$ cat src/hw/rtl/mld_pkg.sv
// Package for the magic-header deframer: types, codes and header constants.
`default_nettype none
package mld_pkg;

	// Header layout.
	localparam int unsigned HEADER_BYTES = 12;
	localparam int unsigned MAGIC_COUNT  = 4;
	localparam int unsigned BODY_BYTES   = 8;

	// Result kinds.
	localparam logic [1:0] KIND_START     = 2'd0;
	localparam logic [1:0] KIND_PAYLOAD   = 2'd1;
	localparam logic [1:0] KIND_BAD_MAGIC = 2'd2;
	localparam logic [1:0] KIND_BAD_SIZE  = 2'd3;

	// Configuration register indexes.
	localparam logic [2:0] REG_MAGIC_0  = 3'd0;
	localparam logic [2:0] REG_MAGIC_1  = 3'd1;
	localparam logic [2:0] REG_MAGIC_2  = 3'd2;
	localparam logic [2:0] REG_MAGIC_3  = 3'd3;
	localparam logic [2:0] REG_MAX_SIZE = 3'd4;

	// Reset values of the configuration registers.
	localparam logic [7:0]  MAGIC_0_RST  = 8'd80;
	localparam logic [7:0]  MAGIC_1_RST  = 8'd79;
	localparam logic [7:0]  MAGIC_2_RST  = 8'd77;
	localparam logic [7:0]  MAGIC_3_RST  = 8'd80;
	localparam logic [31:0] MAX_SIZE_RST = 32'hFFFF_FFFF;

	// Configuration seen by the parser.
	typedef struct packed {
		logic [3:0][7:0] magic;
		logic [31:0]     max_size;
	} cfg_t;

	// One result beat.
	typedef struct packed {
		logic [1:0]  kind;
		logic [31:0] message_id;
		logic [31:0] message_size;
		logic [7:0]  payload_byte;
		logic        last;
	} res_t;

endpackage
`default_nettype wire

$ cat src/hw/rtl/mld_cfg.sv
// Configuration registers of the deframer, written through a plain write port.
`default_nettype none
module mld_cfg
	import mld_pkg::*;
(
	input  wire logic        clk,
	input  wire logic        arst_n,
	input  wire logic        cfg_we,
	input  wire logic [2:0]  cfg_index,
	input  wire logic [31:0] cfg_data,
	output cfg_t             cfg
);

	logic [3:0][7:0] magic_q;
	logic [31:0]     max_size_q;

	// Register writes; unknown indexes are dropped.
	always_ff @(posedge clk or negedge arst_n) begin
		if (!arst_n) begin
			magic_q[0] <= MAGIC_0_RST;
			magic_q[1] <= MAGIC_1_RST;
			magic_q[2] <= MAGIC_2_RST;
			magic_q[3] <= MAGIC_3_RST;
			max_size_q <= MAX_SIZE_RST;
		end else if (cfg_we) begin
			case (cfg_index)
				REG_MAGIC_0:  magic_q[0] <= cfg_data[7:0];
				REG_MAGIC_1:  magic_q[1] <= cfg_data[7:0];
				REG_MAGIC_2:  magic_q[2] <= cfg_data[7:0];
				REG_MAGIC_3:  magic_q[3] <= cfg_data[7:0];
				REG_MAX_SIZE: max_size_q <= cfg_data;
				default: ;
			endcase
		end
	end

	assign cfg.magic    = magic_q;
	assign cfg.max_size = max_size_q;

endmodule
`default_nettype wire

$ cat src/hw/rtl/mld_parse.sv
// Input register and header/payload parser of the deframer.
`default_nettype none
module mld_parse
	import mld_pkg::*;
(
	input  wire logic       clk,
	input  wire logic       arst_n,
	input  cfg_t            cfg,
	input  wire logic       in_valid,
	output logic            in_ready,
	input  wire logic [7:0] in_byte,
	input  wire logic       res_ready,
	output logic            res_valid,
	output res_t            res
);

	typedef enum logic [5:0] {
		PH_HUNT0   = 6'b000001,
		PH_HUNT1   = 6'b000010,
		PH_HUNT2   = 6'b000100,
		PH_HUNT3   = 6'b001000,
		PH_BODY    = 6'b010000,
		PH_PAYLOAD = 6'b100000
	} phase_t;

	logic        valid_s1;
	logic [7:0]  byte_s1;
	logic        advance;

	phase_t      phase_q,  phase_d;
	logic [3:0]  count_q,  count_d;
	logic [31:0] id_q,     id_d;
	logic [31:0] size_q,   size_d;
	logic [31:0] done_q,   done_d;

	logic [7:0]  exp_magic;
	phase_t      hunt_next;
	logic [31:0] size_new;
	logic [31:0] done_inc;
	logic        emit;

	// The held byte moves on when it makes no result or the result slot is free.
	assign advance  = valid_s1 && (!emit || res_ready);
	assign in_ready = !valid_s1 || advance;

	// Input register.
	always_ff @(posedge clk or negedge arst_n) begin
		if (!arst_n) begin
			valid_s1 <= 1'b0;
		end else if (in_ready) begin
			valid_s1 <= in_valid;
		end
	end

	always_ff @(posedge clk) begin
		if (in_ready && in_valid) begin
			byte_s1 <= in_byte;
		end
	end

	// Expected magic byte and follow-on phase while hunting.
	always_comb begin
		exp_magic = cfg.magic[0];
		hunt_next = PH_HUNT1;
		case (phase_q)
			PH_HUNT1: begin
				exp_magic = cfg.magic[1];
				hunt_next = PH_HUNT2;
			end
			PH_HUNT2: begin
				exp_magic = cfg.magic[2];
				hunt_next = PH_HUNT3;
			end
			PH_HUNT3: begin
				exp_magic = cfg.magic[3];
				hunt_next = PH_BODY;
			end
			default: ;
		endcase
	end

	assign size_new = {byte_s1, size_q[31:8]};
	assign done_inc = done_q + 32'd1;

	// Next state and result for the held byte.
	always_comb begin
		phase_d = phase_q;
		count_d = count_q;
		id_d    = id_q;
		size_d  = size_q;
		done_d  = done_q;
		emit    = 1'b0;
		res     = '0;
		case (phase_q)
			PH_BODY: begin
				count_d = count_q + 4'd1;
				if (count_q < 4'(MAGIC_COUNT)) begin
					id_d = {byte_s1, id_q[31:8]};
				end else begin
					size_d = size_new;
				end
				// Last header byte: check the size and open the message, or report a bad size.
				if (count_q == 4'(BODY_BYTES - 1)) begin
					emit = 1'b1;
					res.message_size = size_new;
					if (size_new < 32'(HEADER_BYTES) || size_new > cfg.max_size) begin
						res.kind = KIND_BAD_SIZE;
						phase_d  = PH_HUNT0;
						count_d  = '0;
					end else if (size_new == 32'(HEADER_BYTES)) begin
						res.kind       = KIND_START;
						res.message_id = id_q;
						res.last       = 1'b1;
						phase_d        = PH_HUNT0;
						count_d        = '0;
					end else begin
						res.kind       = KIND_START;
						res.message_id = id_q;
						phase_d        = PH_PAYLOAD;
						done_d         = 32'(HEADER_BYTES);
					end
				end
			end
			PH_PAYLOAD: begin
				emit             = 1'b1;
				res.kind         = KIND_PAYLOAD;
				res.payload_byte = byte_s1;
				done_d           = done_inc;
				if (done_inc >= size_q) begin
					res.last = 1'b1;
					phase_d  = PH_HUNT0;
					count_d  = '0;
				end
			end
			default: begin
				// Hunting one of the magic bytes; a mismatch restarts the hunt.
				if (byte_s1 != exp_magic) begin
					emit     = 1'b1;
					res.kind = KIND_BAD_MAGIC;
					phase_d  = PH_HUNT0;
					count_d  = '0;
				end else begin
					phase_d = hunt_next;
					count_d = '0;
				end
			end
		endcase
	end

	assign res_valid = valid_s1 && emit;

	// Parser state.
	always_ff @(posedge clk or negedge arst_n) begin
		if (!arst_n) begin
			phase_q <= PH_HUNT0;
			count_q <= '0;
		end else if (advance) begin
			phase_q <= phase_d;
			count_q <= count_d;
		end
	end

	always_ff @(posedge clk) begin
		if (advance) begin
			id_q   <= id_d;
			size_q <= size_d;
			done_q <= done_d;
		end
	end

endmodule
`default_nettype wire

$ cat src/hw/rtl/mld_out.sv
// Result register of the deframer: holds one result beat until it is taken.
`default_nettype none
module mld_out
	import mld_pkg::*;
(
	input  wire logic clk,
	input  wire logic arst_n,
	input  wire logic res_valid,
	output logic      res_ready,
	input  res_t      res,
	output logic      out_valid,
	input  wire logic out_ready,
	output res_t      out_res
);

	logic valid_q;
	res_t res_q;

	// The slot takes a new beat when empty or when its beat leaves now.
	assign res_ready = !valid_q || out_ready;

	always_ff @(posedge clk or negedge arst_n) begin
		if (!arst_n) begin
			valid_q <= 1'b0;
		end else if (res_ready) begin
			valid_q <= res_valid;
		end
	end

	always_ff @(posedge clk) begin
		if (res_ready && res_valid) begin
			res_q <= res;
		end
	end

	assign out_valid = valid_q;
	assign out_res   = res_q;

endmodule
`default_nettype wire

$ cat src/hw/rtl/magic_length_message_deframer.sv
// Top level of the magic-header, length-prefixed message deframer.
//
//   channel   direction  handshake                      content
//   s_axis    in         s_axis_tvalid / s_axis_tready  one stream byte per beat
//   m_axis    out        m_axis_tvalid / m_axis_tready  start, payload or error beat
//   cfg       in         cfg_we                         magic bytes, maximum size
//
// A byte is taken into the input register and parsed there; its result is
// registered in the result register, from which it leaves on m_axis. One byte is
// accepted every cycle while the output side takes beats. Reset puts the
// parser in the hunt for the first magic byte and loads the configuration
// defaults. When the result register is full and not taken, a byte that
// makes a result waits in the input register.
`default_nettype none
module magic_length_message_deframer
	import mld_pkg::*;
(
	input  wire logic        clk,
	input  wire logic        arst_n,
	input  wire logic        s_axis_tvalid,
	output logic             s_axis_tready,
	input  wire logic [7:0]  s_axis_tdata,   // [7:0] data_byte
	output logic             m_axis_tvalid,
	input  wire logic        m_axis_tready,
	output logic [79:0]      m_axis_tdata,   // [31:0] message_id, [63:32] message_size,
	                                         // [71:64] payload_byte, [79:72] zero
	output logic [1:0]       m_axis_tuser,   // [1:0] kind
	output logic             m_axis_tlast,
	input  wire logic        cfg_we,
	input  wire logic [2:0]  cfg_index,
	input  wire logic [31:0] cfg_data
);

	cfg_t cfg;
	res_t res;
	res_t out_res;
	logic res_valid;
	logic res_ready;

	mld_cfg u_cfg (
		.clk       (clk),
		.arst_n    (arst_n),
		.cfg_we    (cfg_we),
		.cfg_index (cfg_index),
		.cfg_data  (cfg_data),
		.cfg       (cfg)
	);

	mld_parse u_parse (
		.clk       (clk),
		.arst_n    (arst_n),
		.cfg       (cfg),
		.in_valid  (s_axis_tvalid),
		.in_ready  (s_axis_tready),
		.in_byte   (s_axis_tdata),
		.res_ready (res_ready),
		.res_valid (res_valid),
		.res       (res)
	);

	mld_out u_out (
		.clk       (clk),
		.arst_n    (arst_n),
		.res_valid (res_valid),
		.res_ready (res_ready),
		.res       (res),
		.out_valid (m_axis_tvalid),
		.out_ready (m_axis_tready),
		.out_res   (out_res)
	);

	// Pack the result beat onto the stream.
	assign m_axis_tdata = {8'd0, out_res.payload_byte, out_res.message_size,
		out_res.message_id};
	assign m_axis_tuser = out_res.kind;
	assign m_axis_tlast = out_res.last;

endmodule
`default_nettype wire

$ cat config.mk
export PLATFORM = sky130hd
export DESIGN_NAME = magic_length_message_deframer
export DESIGN_NICKNAME = d
export VERILOG_FILES = /design/src/hw/rtl/mld_pkg.sv /design/src/hw/rtl/mld_cfg.sv /design/src/hw/rtl/mld_parse.sv /design/src/hw/rtl/mld_out.sv /design/src/hw/rtl/magic_length_message_deframer.sv
export SDC_FILE = /design/constraint.sdc
export NUM_CORES = 1
export LEC_CHECK = 0
export ABC_AREA = 1
export BUFFER_PORTS_ARGS = -buffer_cell sky130_fd_sc_hd__buf_2
export CAP_MARGIN = 0
export CORE_ASPECT_RATIO = 0.8
export CORE_MARGIN = 5
export CORE_UTILIZATION = 55
export DETAILED_ROUTE_END_ITERATION = 10
export PLACE_DENSITY = 0.73
export SETUP_SLACK_MARGIN = 0.15
export SLEW_MARGIN = 20
export SYNTH_ARGS = -nofsm -noshare
export SYNTH_HDL_FRONTEND = slang
export SYNTH_HIERARCHICAL = 1
export SYNTH_SLANG_ARGS = --single-unit
$ cat constraint.sdc
create_clock -name clk -period 12.4 [get_ports clk]
set_clock_uncertainty 0.1 [all_clocks]
set_input_delay 0.62 -clock clk [delete_from_list [all_inputs] [get_ports clk]]
set_output_delay 0.62 -clock clk [all_outputs]
set_load 0.01 [all_outputs]
Word-level counts from Yosys, hierarchy flattened
Cells that the tools add are included.
{"block": "totals", "input_bits": 48, "out_inout_bits": 85, "register_bits": 255}
{"block": "op_classes", "n_bitwise": 3, "n_reduce_logical": 25, "addsub": 2, "n_lt_le_gt_ge": 4, "n_mux": 30, "n_eq_ne": 16}
{"cell": "32-bit 2-to-1 mux", "count": 4}
{"cell": "66-bit 2-to-1 mux", "count": 1}
{"cell": "32-bit one-hot mux with 2 select lines", "count": 1}
{"cell": "32-bit by 1-bit adder with 32-bit output, second input constant", "count": 1}
{"cell": "32-bit by 4-bit equality test with 1-bit output, second input constant", "count": 1}
{"cell": "32-bit greater-or-equal comparator", "count": 1}
{"cell": "32-bit greater-than comparator", "count": 1}
{"cell": "32-bit by 4-bit < comparator with 1-bit output, second input constant", "count": 1}
{"cell": "6-bit 2-to-1 mux", "count": 4}
{"cell": "8-bit one-hot mux with 3 select lines", "count": 1}
{"cell": "4-bit 2-to-1 mux", "count": 4}
{"cell": "5-bit one-hot mux with 3 select lines", "count": 1}
{"cell": "2-bit AND reduction", "count": 7}
{"cell": "6-bit one-hot mux with 2 select lines", "count": 1}
{"cell": "3-bit AND reduction", "count": 3}
{"cell": "8-bit inequality test", "count": 1}
{"cell": "4-bit one-hot mux with 2 select lines", "count": 1}
{"cell": "3-bit by 2-bit equality test with 1-bit output, second input constant", "count": 2}
{"cell": "6-bit by 2-bit equality test with 1-bit output, second input constant", "count": 1}
{"cell": "6-bit by 3-bit equality test with 1-bit output, second input constant", "count": 1}
{"cell": "6-bit by 4-bit equality test with 1-bit output, second input constant", "count": 1}
{"cell": "6-bit by 5-bit equality test with 1-bit output, second input constant", "count": 1}
{"cell": "6-bit equality test, second input constant", "count": 1}
{"cell": "1-bit 2-to-1 mux", "count": 6}
{"cell": "19 further kinds", "count": 33}

Logic depth before layout (Yosys ltp)
Gate-level depths: netlist (run 1).
{"block": "depth", "word_depth": 10, "mapped_depth": 26, "mapped_depth_nobuf": 26}

By module
Netlist (run 1), hierarchy kept.
{"mod": "mld_parse", "area_each_um2": 7653.6, "seq_area_each_um2": 3399.5, "instances": 1, "cells_each": 916}
{"mod": "mld_cfg", "area_each_um2": 2605.0, "seq_area_each_um2": 1657.8, "instances": 1, "cells_each": 287}
{"mod": "mld_out", "area_each_um2": 2297.2, "seq_area_each_um2": 2277.2, "instances": 1, "cells_each": 81}
{"mod": "magic_length_message_deframer", "area_each_um2": 63.8, "seq_area_each_um2": 0.0, "instances": 1, "cells_each": 9}

Worst setup path before layout (run 1)
No wires, ideal clock.
{"block": "synth_timing", "path_kind": "register to register", "start": "reg u_parse.phase_q[5]", "end": "reg u_out.res_q (netlist bit u_out/out_res[0]), enable pin", "n_path_buf": 1, "arrival_ns": 5.282, "path_stages_with_launch": 14, "path_slack_ns": 6.485, "setup_time_ns": 0.533, "required_time_ns": 11.767, "cell_sequence": "dfrtp_1 -> nor2_4 -> nand3_2 -> buf_4 -> nand4_2 -> nand3_1 -> nand2_1 -> inv_2 -> nand2_1 -> nor2_4 -> nand3_4 -> and3_1 -> inv_1 -> a21oi_1"}
{"block": "synth_between", "elab_chain_cells": 7, "elab_cells_between_ends": 11, "classes_between": "6 x eq/ne; 3 x mux; 2 x reduce/logical"}
{"element": "start: declaration", "line": "mld_parse.sv:30", "text": "phase_t phase_q, phase_d;"}
{"element": "start signal: assignment", "line": "mld_parse.sv:158", "text": "phase_q <= phase_d;"}
{"element": "6-bit by 4-bit equality test with 1-bit output, or another cell as far along", "line": "mld_parse.sv:65", "text": "case (phase_q)"}
{"element": "8-bit one-hot mux with 3 select lines", "line": "mld_parse.sv:65"}
{"element": "8-bit inequality test", "line": "mld_parse.sv:137", "text": "if (byte_s1 != exp_magic) begin"}
{"element": "1-bit 2-to-1 mux", "line": "mld_parse.sv:137"}
{"element": "1-bit one-hot mux with 2 select lines *", "line": "mld_parse.sv:94", "text": "case (phase_q)"}
{"element": "1-bit logical AND *", "line": "mld_parse.sv:150", "text": "assign res_valid = valid_s1 && emit;"}
{"element": "named net res_valid", "line": "magic_length_message_deframer.sv:37", "text": "logic res_valid;"}
{"element": "1-bit logical AND *", "line": "mld_out.sv:31", "text": "if (res_ready && res_valid) begin"}
{"element": "end signal: assignment", "line": "mld_out.sv:32", "text": "res_q <= res;"}
{"element": "end: declaration", "line": "mld_out.sv:17", "text": "res_t res_q;"}
The timed path passes the listed nets; every way through them passes the cells marked *.
A chain may end at the register's enable or synchronous reset.

Worst setup path after layout (run 1)
{"block": "layout_timing", "start": "reg u_parse.done_q[0]", "end": "reg u_parse.phase_q[4]"}
{"block": "layout_between", "elab_chain_cells": 4}
{"element": "start: declaration", "line": "mld_parse.sv:34", "text": "logic [31:0] done_q, done_d;"}
{"element": "start signal: assignment", "line": "mld_parse.sv:167", "text": "done_q <= done_d;"}
{"element": "32-bit by 1-bit adder with 32-bit output", "line": "mld_parse.sv:83", "text": "assign done_inc = done_q + 32'd1;"}
{"element": "named net u_parse.done_inc[30]", "line": "mld_parse.sv:39", "text": "logic [31:0] done_inc;"}
{"element": "32-bit greater-or-equal comparator", "line": "mld_parse.sv:129", "text": "if (done_inc >= size_q) begin"}
{"element": "2-bit by 1-bit inequality test with 1-bit output (no line)"}
{"element": "3-bit AND reduction (no line)"}
The timed path passes the listed nets, and every way through them passes these cells.

==> run_results.csv, run 1 <==
group,metric,value,unit
power,pwr_density_cell,142.1,mW/mm2
drt,drt_iter0_markers,987,
final_layout,antenna_cells,0,
cts,clock_latency,0.52,ns
floorplanning,initial_core_util,55.93,%
setup_path,cp-end-kind,"flop",
grt,grtUsageTotal,21.70,%
cts,clock_path_buffers,3,
setup_path,cp_max_fo,7,
synthesis,ys_seq_area_share,58.12,%
drt,drt-wirelength-per-cell,16.11,um
setup_path,cpPeakStageDelay,0.40,ns
drt,ant_nets,0,
grt,grt_remaining_overflow,0,
drt,wl,28.13,mm
synthesis,synth-main-ff-cell,"edfxtp_1",
timing,period_minus_slack,4.465,ns
cts,ctsRootBufferMaster,"clkbuf_16",
setup_path,critical_path_class,"reg2reg",
drt,dr_total_vias,9228,
grt,grt_start_max_net_pins,77,
setup_path,cp-start-kind,"flop",
timing,tightest_slew,0.9843,ns
cts,cts_hold_buf,0,
power,total_power,2.045,mW
setup_path,ff2ff_setup_slack,7.93,ns
floorplanning,die_y,145.5,um
placement,place.gp.congestion,0.8540,
final_layout,layout-area-overhead-vs-synth,14.04,%
cts,postCtsSetupBuffers,0,
synthesis,avgSynthCellArea,9.760,um2
cts,clock-sinks,255,
setup_path,crit_arrival,4.77,ns
drt,drc,0,
synthesis,synthesis.instances,1293,
synthesis,yosysUniqueCellTypes,42,
timing,setup_ws,7.935,ns
synthesis,synth_edf_count,179,
cts,post_cts_resized,0,
timing,hold_violations,0,
setup_path,worstPathRequired,12.71,ns
floorplanning,die_w,179.4,um
synthesis,ys_ff_latch,255,
setup_path,slowest_stage,"edfxtp_1",
synthesis,synth_top_area_share,42.59,%
timing,fmax,0.2239,GHz
synthesis,yosysTopAreaCell,"edfxtp_1",
grt,grt_pass1_vias,8708,
drt,via_per_inst,5.285,
timing,slew-limit-headroom,34.38,%
synthesis,syn_area,0.01262,mm2
setup_path,r2r_cells,24,
power,p_leak,6.586,nW
placement,io_buffers,124,
min_path,hold_class,"in2reg",
synthesis,yosysMostFrequentCell,"nand2_1",
min_path,holdPathStages,1,
synthesis,async_flop_share,29.80,%
synthesis,synth_common_cells,"nand2_1, edfxtp_1, inv_1",
run,drv_cap,0,
placement,pre_cts_ws,8.063,ns
timing,grt_setup_unrepaired,"false",
cts,cts_inserted_buffers,26,
drt,first_pass_iters,8,
cts,cts_tree,"yes",
power,max-vdd-ir-drop,0.1185,mV
setup_path,worst_path_most_repeated_cell,"nand2_1",
synthesis,synth_warnings,6,
floorplanning,dieArea,0.02609,mm2
synthesis,ys_top_cells_by_area,"edfxtp_1, nand2_1, dfstp_2, ha_1, dfrtp_1",
final_layout,nFillCells,1849,
cts,htreeDepth,1,
final_layout,drive_gt1_share,19.17,%
timing,period_share,36.01,%
grt,grt_pass1_wl,45.62,mm
timing,fin_setup_tns,0,ns
placement,hpwl,20.14,mm
timing,drv_slew,0,
timing,final-setup-viol-count,0,
floorplanning,num_rows,49,
run_status,status,"completed",
cts,clkTransAtPathRegs,0.06,ns
floorplanning,core_region_area,0.02256,mm2
final_layout,nets,1535,
grt,antenna_found_initial,0,
setup_path,crit_chain,"ha_1 > nand3_1 > nor2_1 > nand3_1 > nor3_2 > nand2_1 > nor2_2 > nand4_1 > nor2_1 > nand3_1 > xor2_1 > inv_1 > ha_1 > nand2_1 > inv_1 > nand3_1 > nor3_1 > nand4_1 > nand4_1 > nand2_1 > inv_2 > nand3_2 > nand2_1 > nand2_1",
floorplanning,ioPinCount,133,
## kinds of logic after synthesis
group                      after synthesis  synth area share (%)
AOI/OAI and AO/OA                       61                 2.568
xor gates and xnor gates                24                 1.666
and+or+nand+nor                        678                 24.27
other                                    1               0.02972
DFF                                    255                 58.12
buffers and inverters                  208                 6.801
adders and majority gates               66                 6.544
## routing by layer
layer	global-route usage, %	vias to the layer above	routed length (um)
met5	0	-	0
met4	3.883	0	441
met3	2.519	33	2032
met2	33.58	342	12800
met1	33.64	4346	12850
li1	-	4507	-
## critical path, delay by kind of cell (launching register included)
kind          cells  cell delay (ns)
xor+xnor          1             0.20
flops             1             0.40
buf+inv           3             0.26
fa+ha+maj         2             0.48
simple gates     18             2.90
## layout by cell type (no fill, tap or decap), drive strengths merged, types with 3 or more instances in the layout
master	instances
nand2	335
edfxtp	179
nor2	171
inv	168
buf	133
nand3	89
ha	66
nand4	49
dfstp	46
a21oi	41
clkbuf	33
dfrtp	30
xor2	23
nor3	21
o21ai	12
clkinv	11
conb	8
or2	5
bufinv	3
nor4	3
## registers in the layout, indices dropped and copies added, names as in the netlist
register / cells
u_parse/size_q: 32
u_parse/id_q: 32
u_parse/valid_s1: 1
u_parse/done_q: 32
u_out/out_valid: 1
u_parse/phase_q: 6
u_parse/byte_s1: 8
u_cfg/cfg: 32
u_parse/count_q: 4
u_cfg/max_size_q: 32
u_out/out_res: 75
## through the flow
step	hold WS, ns	cells	utilization [%]	area [um2]
3_3_place_gp	0.3284	1699	59.90	13520
6_report	0.1802	1746	63.79	14390
5_1_grt	0.1569	1746	63.79	14390
3_5_place_dp	0.3333	1699	59.90	13520
2_1_floorplan	0.2244	1300	-	12650
4_1_cts	0.1613	1746	63.76	14390
## final cells by class
cell class	count	area, um2	share of cell area [%]
sequential	255	7335	50.97
multi-input combinational	837	4484	31.16
clock buffer	33	721.9	5.017
timing repair buffer	133	688.2	4.782
inverter	168	630.6	4.382
tap	306	382.9	2.660
clock inverter	14	148.9	1.035
## power by group
part | total (mW) | leakage, nW | internal, mW | switching [mW]
Combinational | 0.218 | 3.66 | 0.0746 | 0.144
Clock | 0.789 | 0.434 | 0.473 | 0.315
Sequential | 1.04 | 2.49 | 1.00 | 0.0381
## final timing paths
| path | startpoint | endpoint |
|---|---|---|
| hold / removal | s_axis_tdata[5] | u_parse/byte_s1[5]$_DFFE_PP_ |
| hold reg to reg | u_parse/id_q[25]$_DFFE_PP_ | u_parse/id_q[17]$_DFFE_PP_ |
| setup / recovery | u_parse/done_q[0]$_SDFFCE_PP0P_ | u_parse/phase_q[4]$_DFFE_PN0P_ |
| min in group asynchronous | arst_n | u_cfg/cfg[58]$_DFFE_PN0P_ |
| max in group asynchronous | arst_n | u_parse/count_q[0]$_DFFE_PN0P_ |
| setup reg to reg | u_parse/done_q[0]$_SDFFCE_PP0P_ | u_parse/phase_q[4]$_DFFE_PN0P_ |
Note: power is estimated with default switching activity, not from simulation.
==> inputs of run 2 (changes only) <==
Settings changed: ABC_AREA 1 to 0.
Clock period 12.4 ns to 4.6 ns, I/O delays scaled along.
==> run 2 against run 1 <==
  * Clock-buffer cell count rose by 8
  * Worst hold slack worse by 0.062 ns
  * First-iteration DRC count fell by 38%
  * Fmax grew 9.6%
  * Largest cell class unchanged
==> run_results.csv, run 2 <==
group,metric,value,unit
run_status,status,"completed",
floorplanning,dieArea,0.02526,mm2
setup_path,cp-start-kind,"flop",
power,power_frac_clock,37.3,%
timing,tightest_slew,1.062,ns
power,max-vdd-ir-drop,0.3141,mV
cts,cts_tree,"yes",
power,pwr_density_cell,375.6,mW/mm2
final_layout,nets,1206,
cts,clkTransAtPathRegs,0.06,ns
grt,grt_pass1_vias,7744,
synthesis,ys_top_cells_by_area,"edfxtp_1, dfstp_2, ha_1, dfrtp_1, mux2_4",
drt,ant_nets,0,
synthesis,synth_common_cells,"edfxtp_1, inv_1, ha_1",
final_layout,largest_register_ffs,75,
timing,period_minus_slack,4.074,ns
floorplanning,core_region_area,0.02168,mm2
synthesis,ys_ff_latch,255,
timing,period_share,88.57,%
synthesis,ys_seq_area_share,60.18,%
power,p_leak,6.077,nW
setup_path,critical_path_class,"reg2reg",
synthesis,synthesis.instances,911,
floorplanning,num_rows,48,
timing,grt_setup_unrepaired,"false",
cts,htreeDepth,1,
timing,hold_violations,0,
grt,grtUsageTotal,21.53,%
cts,clock_latency,0.52,ns
cts,postCtsSetupBuffers,0,
power,pwr-share-seq,51.6,%
cts,ctsRootBufferMaster,"clkbuf_16",
final_layout,layout-area-overhead-vs-synth,18.46,%
cts,clock-sinks,255,
floorplanning,ioPinCount,133,
power,swShare,23.11,%
drt,drc,0,
grt,antenna_found_initial,1,
synthesis,yosysTopAreaCell,"edfxtp_1",
placement,pre_cts_ws,0.4577,ns
drt,first_pass_iters,5,
grt,grt_start_max_net_pins,77,
setup_path,worstPathRequired,4.90,ns
drt,via_per_inst,5.538,
placement,hpwl,18.34,mm
synthesis,synth_top_area_share,44.10,%
synthesis,yosysUniqueCellTypes,67,
final_layout,antenna_cells,0,
setup_path,cp-end-kind,"flop",
drt,drt-wirelength-per-cell,19.26,um
floorplanning,die_y,143.1,um
setup_path,cp_max_fo,6,
timing,slew-limit-headroom,29.19,%
drt,drt_iter0_markers,614,
drt,dr_total_vias,7819,
synthesis,synth_edf_count,179,
synthesis,async_flop_share,29.80,%
final_layout,final_common_cell,"edfxtp_1",
setup_path,crit_arrival,4.38,ns
synthesis,synth-main-ff-cell,"edfxtp_1",
final_layout,layout_common_cells,"edfxtp_1, buf_2, inv_1, ha_1, and3_1",
cts,clock_path_buffers,3,
power,intPower,4.170,mW
grt,grt_remaining_overflow,0,
drt,wl,27.20,mm
timing,hold_slack,0.1178,ns
timing,drv_slew,0,
grt,grt_pass1_wl,42.79,mm
timing,final-setup-viol-count,0,
floorplanning,die_w,176.4,um
placement,io_buffers,124,
timing,fmax,0.2455,GHz
synthesis,avgSynthCellArea,13.38,um2
power,switchingPower,1.253,mW
timing,setup_ws,0.5259,ns
synthesis,synth_warnings,6,
floorplanning,initial_core_util,56.22,%
synthesis,yosysMostFrequentCell,"edfxtp_1",
timing,fin_setup_tns,0,ns
final_layout,drive_gt1_share,27.79,%
power,p_comb_share,11.1,%
run,drv_cap,0,
min_path,hold_class,"in2reg",
placement,place.gp.congestion,0.9304,
synthesis,syn_area,0.01219,mm2
cts,cts_inserted_buffers,26,
[run 2: power groups by stage]
stage               logic, mW  clock network, mW  registers [mW]
finish                  0.603               2.02            2.80
global route            0.661               2.18            2.82
CTS                     0.598               2.06            2.80
detailed placement      0.567                  0            2.84
global placement        0.547                  0            2.84
floorplan               0.377                  0            2.83
[run 2: metrics by stage]
stage               instance area [um2]  utilization [%]  instances  power [mW]
global placement                  13160            60.70       1321       3.382
finish                            14440            66.59       1412       5.423
floorplan                         12220                -        918       3.203
CTS                               14420            66.52       1412       5.456
global route                      14440            66.59       1412       5.653
detailed placement                13160            60.70       1321       3.405
[run 2: what timing repair did]
action,CTS,global route
hold buffers,43,0
hold endpoints to repair,104,0
setup endpoints to repair,0,6
resized for setup,0,5
[run 2: area by class of cell]
class / instances / area, um2
inverter: 77 / 289.0
tap: 300 / 375.4
fill: 1562 / 7243
sequential: 255 / 7335
timing repair buffer: 183 / 1174
clock buffer: 41 / 788.3
multi-input combinational: 549 / 4434
clock inverter: 7 / 42.54
[run 2: kinds of logic after synthesis]
logic type                 Yosys count  synth area share (%)
and+or+nand+nor                    273                 13.04
DFF                                255                 60.18
buffers and inverters              114                 4.260
AOI/OAI and AO/OA                   98                 5.954
muxes                               67                 7.104
adders and majority gates           66                 6.775
xor gates and xnor gates            37                 2.659
other                                1               0.03077
[run 2: worst paths after layout]
path / depth (start not counted) / slack [ns] / endpoint / startpoint
hold / removal: 3 / 0.12 / u_cfg/cfg[32]$_DFFE_PN0P_ / cfg_index[2]
setup reg to reg: 16 / 0.53 / u_parse/phase_q[4]$_DFFE_PN0P_ / u_parse/done_q[0]$_SDFFCE_PP0P_
min in group asynchronous: 2 / 0.30 / u_parse/valid_s1$_DFFE_PN0N_ / arst_n
max in group asynchronous: 2 / 3.47 / u_cfg/cfg[35]$_DFFE_PN0P_ / arst_n
setup / recovery: 16 / 0.53 / u_parse/phase_q[4]$_DFFE_PN0P_ / u_parse/done_q[0]$_SDFFCE_PP0P_
hold reg to reg: 0 / 0.34 / u_parse/id_q[9]$_DFFE_PP_ / u_parse/id_q[17]$_DFFE_PP_
[run 2: metal layers]
metal  vias to the layer above  track usage (%)  part of all wire (%)
met5                         -                0                 0.048
met4                         2            4.803                   2.0
met3                        49            3.467                   6.6
met2                       258            34.97                    46
met1                      3807            31.09                    45
li1                       3703                -                     -
[run 2: worst max-delay path, cell delays in order (launching register included)]
cell and delay (ns):
edfxtp_1 0.44, ha_1 0.21, nand3_1 0.14, nor2_1 0.22
nand2_1 0.15, nor2_1 0.16, xnor2_1 0.15, ha_1 0.27
a21o_1 0.18, a21oi_1 0.24, a211oi_2 0.13, a2111oi_2 0.47
a211oi_1 0.16, buf_4 0.17, o21ai_0 0.23, or2_4 0.22
mux2_1 0.33
==> inputs of run 3 (changes only) <==
Clock period 4.6 ns to 4.2 ns, I/O delays scaled along.
==> run 3 against run 2 <==
  * Via count rose by 0.86%
  * Sequential power rose by 8.9%
  * Core utilization rose by 0.72 points
  * Worst hold slack got worse by 0.033 ns
  * Non-clock buffer count rose by 11
  * Clock power rose by 14%
  * Critical path depth fell by 2
  * Largest cell class unchanged
  * Largest power group unchanged
==> run_results.csv, run 3 (synthesized netlist as in run 2, its figures left out) <==
group,metric,value,unit
run_status,status,"completed",
grt,grt_remaining_overflow,0,
drt,m1WireLength,12.02,mm
power,intPower,4.635,mW
run,drv_cap,0,
power,swShare,22.94,%
drt,ant_nets,0,
timing,fin_setup_tns,0,ns
drt,highest_layer,"met4",
floorplanning,ioPinCount,133,
drt,dr_wl_met3,1.859,mm
final_layout,largest_register_ffs,75,
final_layout,drive_gt1_share,29.17,%
final_layout,layout_common_cells,"edfxtp_1, buf_2, inv_1, ha_1, and3_1",
setup_path,r2r_cells,14,
cts,clock-sinks,255,
final_layout,seq_area,0.007335,mm2
final_layout,antenna_cells,0,
cts,clock_path_buffers,3,
floorplanning,core_region_area,0.02168,mm2
setup_path,worstPathRequired,4.50,ns
drt,drt_iter0_markers,590,
min_path,hp-start,"cfg_index[2]",
final_layout,nets,1216,
cts,cts_tree,"yes",
cts,clkTransAtPathRegs,0.06,ns
timing,fmax,0.2652,GHz
cts,ctsRootBufferMaster,"clkbuf_16",
final_layout,final_common_cell,"edfxtp_1",
power,max-vdd-ir-drop,0.3458,mV
floorplanning,die_y,143.1,um
setup_path,cp_max_fo,6,
cts,htreeDepth,1,
power,pwr-share-seq,50.7,%
final_layout,final_area,0.01459,mm2
power,switchingPower,1.380,mW
setup_path,timing.rr.end,"u_parse/phase_q[4]$_DFFE_PN0P_",
setup_path,cp-start-kind,"flop",
grt,grt_start_max_net_pins,77,
drt,drt-wirelength-per-cell,18.97,um
min_path,hold_class,"in2reg",
setup_path,cp-end-kind,"flop",
grt,antenna_found_initial,0,
cts,clock_latency,0.53,ns
placement,place.gp.congestion,0.9026,
timing,hold_violations,0,
timing,grt_setup_unrepaired,"false",
floorplanning,die_w,176.4,um
power,power_frac_clock,38.2,%
setup_path,crit_arrival,4.08,ns
setup_path,reg2reg_from,"u_parse/done_q[0]$_SDFFCE_PP0P_",
timing,tightest_slew,1.067,ns
timing,slew-limit-headroom,28.84,%
final_layout,nFillCells,1523,
floorplanning,initial_core_util,56.22,%
cts,cts_inserted_buffers,25,
placement,io_buffers,124,
final_layout,multi_input_area,0.004466,mm2
floorplanning,num_rows,48,
timing,drv_slew,0,
drt,wl,26.96,mm
setup_path,critical_path_class,"reg2reg",
setup_path,ff2ff_setup_slack,0.43,ns
drt,via_per_inst,5.550,
grt,grt_pass1_wl,43.03,mm
drt,drc,0,
placement,hpwl,18.55,mm
placement,dpl_cell_area,0.01325,mm2
grt,grt_pass1_vias,7942,
power,pwr_density_cell,412.1,mW/mm2
timing,period_minus_slack,3.771,ns
timing,period_share,89.78,%
drt,dr_total_vias,7886,
power,p_leak,6.154,nW
drt,first_pass_iters,5,
min_path,holdPathStages,3,
timing,final-setup-viol-count,0,
drt,met2_wirelength,12.54,mm
min_path,hold_end,"u_cfg/cfg[34]$_DFFE_PN0P_",
final_layout,layout-area-overhead-vs-synth,19.74,%
grt,grtUsageTotal,21.48,%
power,p_comb_share,11.1,%
floorplanning,dieArea,0.02526,mm2
run 3: cell count changes in the layout (fill, tap and decap cells not counted), sizes merged:
cell      previous run  this run
clkinvlp             2         1
clkinv               5         8
inv                 77        79
buf                140       151
bufinv               0         2
clkbuf              41        33
run 3: power by group through the flow:
| stage | combinational [mW] | clock [mW] | sequential, mW |
|---|---|---|---|
| after floorplan | 0.413 | 0 | 3.10 |
| final | 0.666 | 2.30 | 3.05 |
| after global routing | 0.736 | 2.46 | 3.07 |
| after detailed placement | 0.632 | 0 | 3.10 |
| after global placement | 0.613 | 0 | 3.09 |
| after CTS | 0.668 | 2.35 | 3.05 |
run 3: worst max-delay path, cell delays in order (launching register included):
cell	delay (ns)
edfxtp_1	0.40
ha_1	0.21
nand3_1	0.17
nor3_1	0.34
and3_1	0.22
xor2_1	0.20
ha_1	0.28
a21oi_1	0.27
o211ai_1	0.14
a2111oi_2	0.38
a211oi_1	0.12
buf_4	0.17
o21ai_2	0.16
or2_4	0.18
mux2_1	0.31
run 3: cell type report:
class / count / area share [%]
sequential: 255 / 50.26
multi-input combinational: 549 / 30.60
timing repair buffer: 194 / 8.693
clock buffer: 33 / 4.990
tap: 300 / 2.572
inverter: 77 / 1.980
clock inverter: 13 / 0.9088
run 3: worst max path at each step:
stage,from,end,slack [ns],cells after the start
2_1_floorplan,u_parse/phase_q[3]$_DFFE_PN0P_,u_parse/done_q[0]$_SDFFCE_PP0P_,0.18,9
3_3_place_gp,u_parse/done_q[0]$_SDFFCE_PP0P_,u_parse/phase_q[4]$_DFFE_PN0P_,0.31,16
3_5_place_dp,u_parse/done_q[0]$_SDFFCE_PP0P_,u_parse/phase_q[4]$_DFFE_PN0P_,0.23,16
4_1_cts,u_parse/done_q[0]$_SDFFCE_PP0P_,u_parse/phase_q[4]$_DFFE_PN0P_,0.15,16
5_1_grt,u_parse/done_q[0]$_SDFFCE_PP0P_,u_parse/phase_q[4]$_DFFE_PN0P_,0.18,16
6_report,u_parse/done_q[0]$_SDFFCE_PP0P_,u_parse/phase_q[4]$_DFFE_PN0P_,0.43,14
run 3: layer usage:
layer | track usage, % | up-vias
met4 | 5.088 | 0
met3 | 3.997 | 39
li1 | - | 3727
met2 | 34.51 | 278
met5 | 0 | -
met1 | 30.87 | 3842
run 3: through the flow:
stage	utilization, %	setup WS [ns]	hold slack [ns]	total power, mW	cells
after global routing	67.31	0.1784	0.07870	6.269	1421
after floorplan	-	0.1754	-0.1856	3.508	918
final	67.31	0.4294	0.08520	6.015	1421
after CTS	67.05	0.1518	0.06281	6.069	1419
after global placement	61.10	0.3075	0.2888	3.707	1330
after detailed placement	61.10	0.2263	0.2888	3.732	1330
run 3: what timing repair did:
| action | in CTS | in global routing |
|---|---|---|
| setup buffers | 0 | 2 |
| resized for setup | 0 | 13 |
| hold endpoints to repair | 104 | 0 |
| endpoints found under the setup margin | 0 | 10 |
| hold buffers | 43 | 0 |
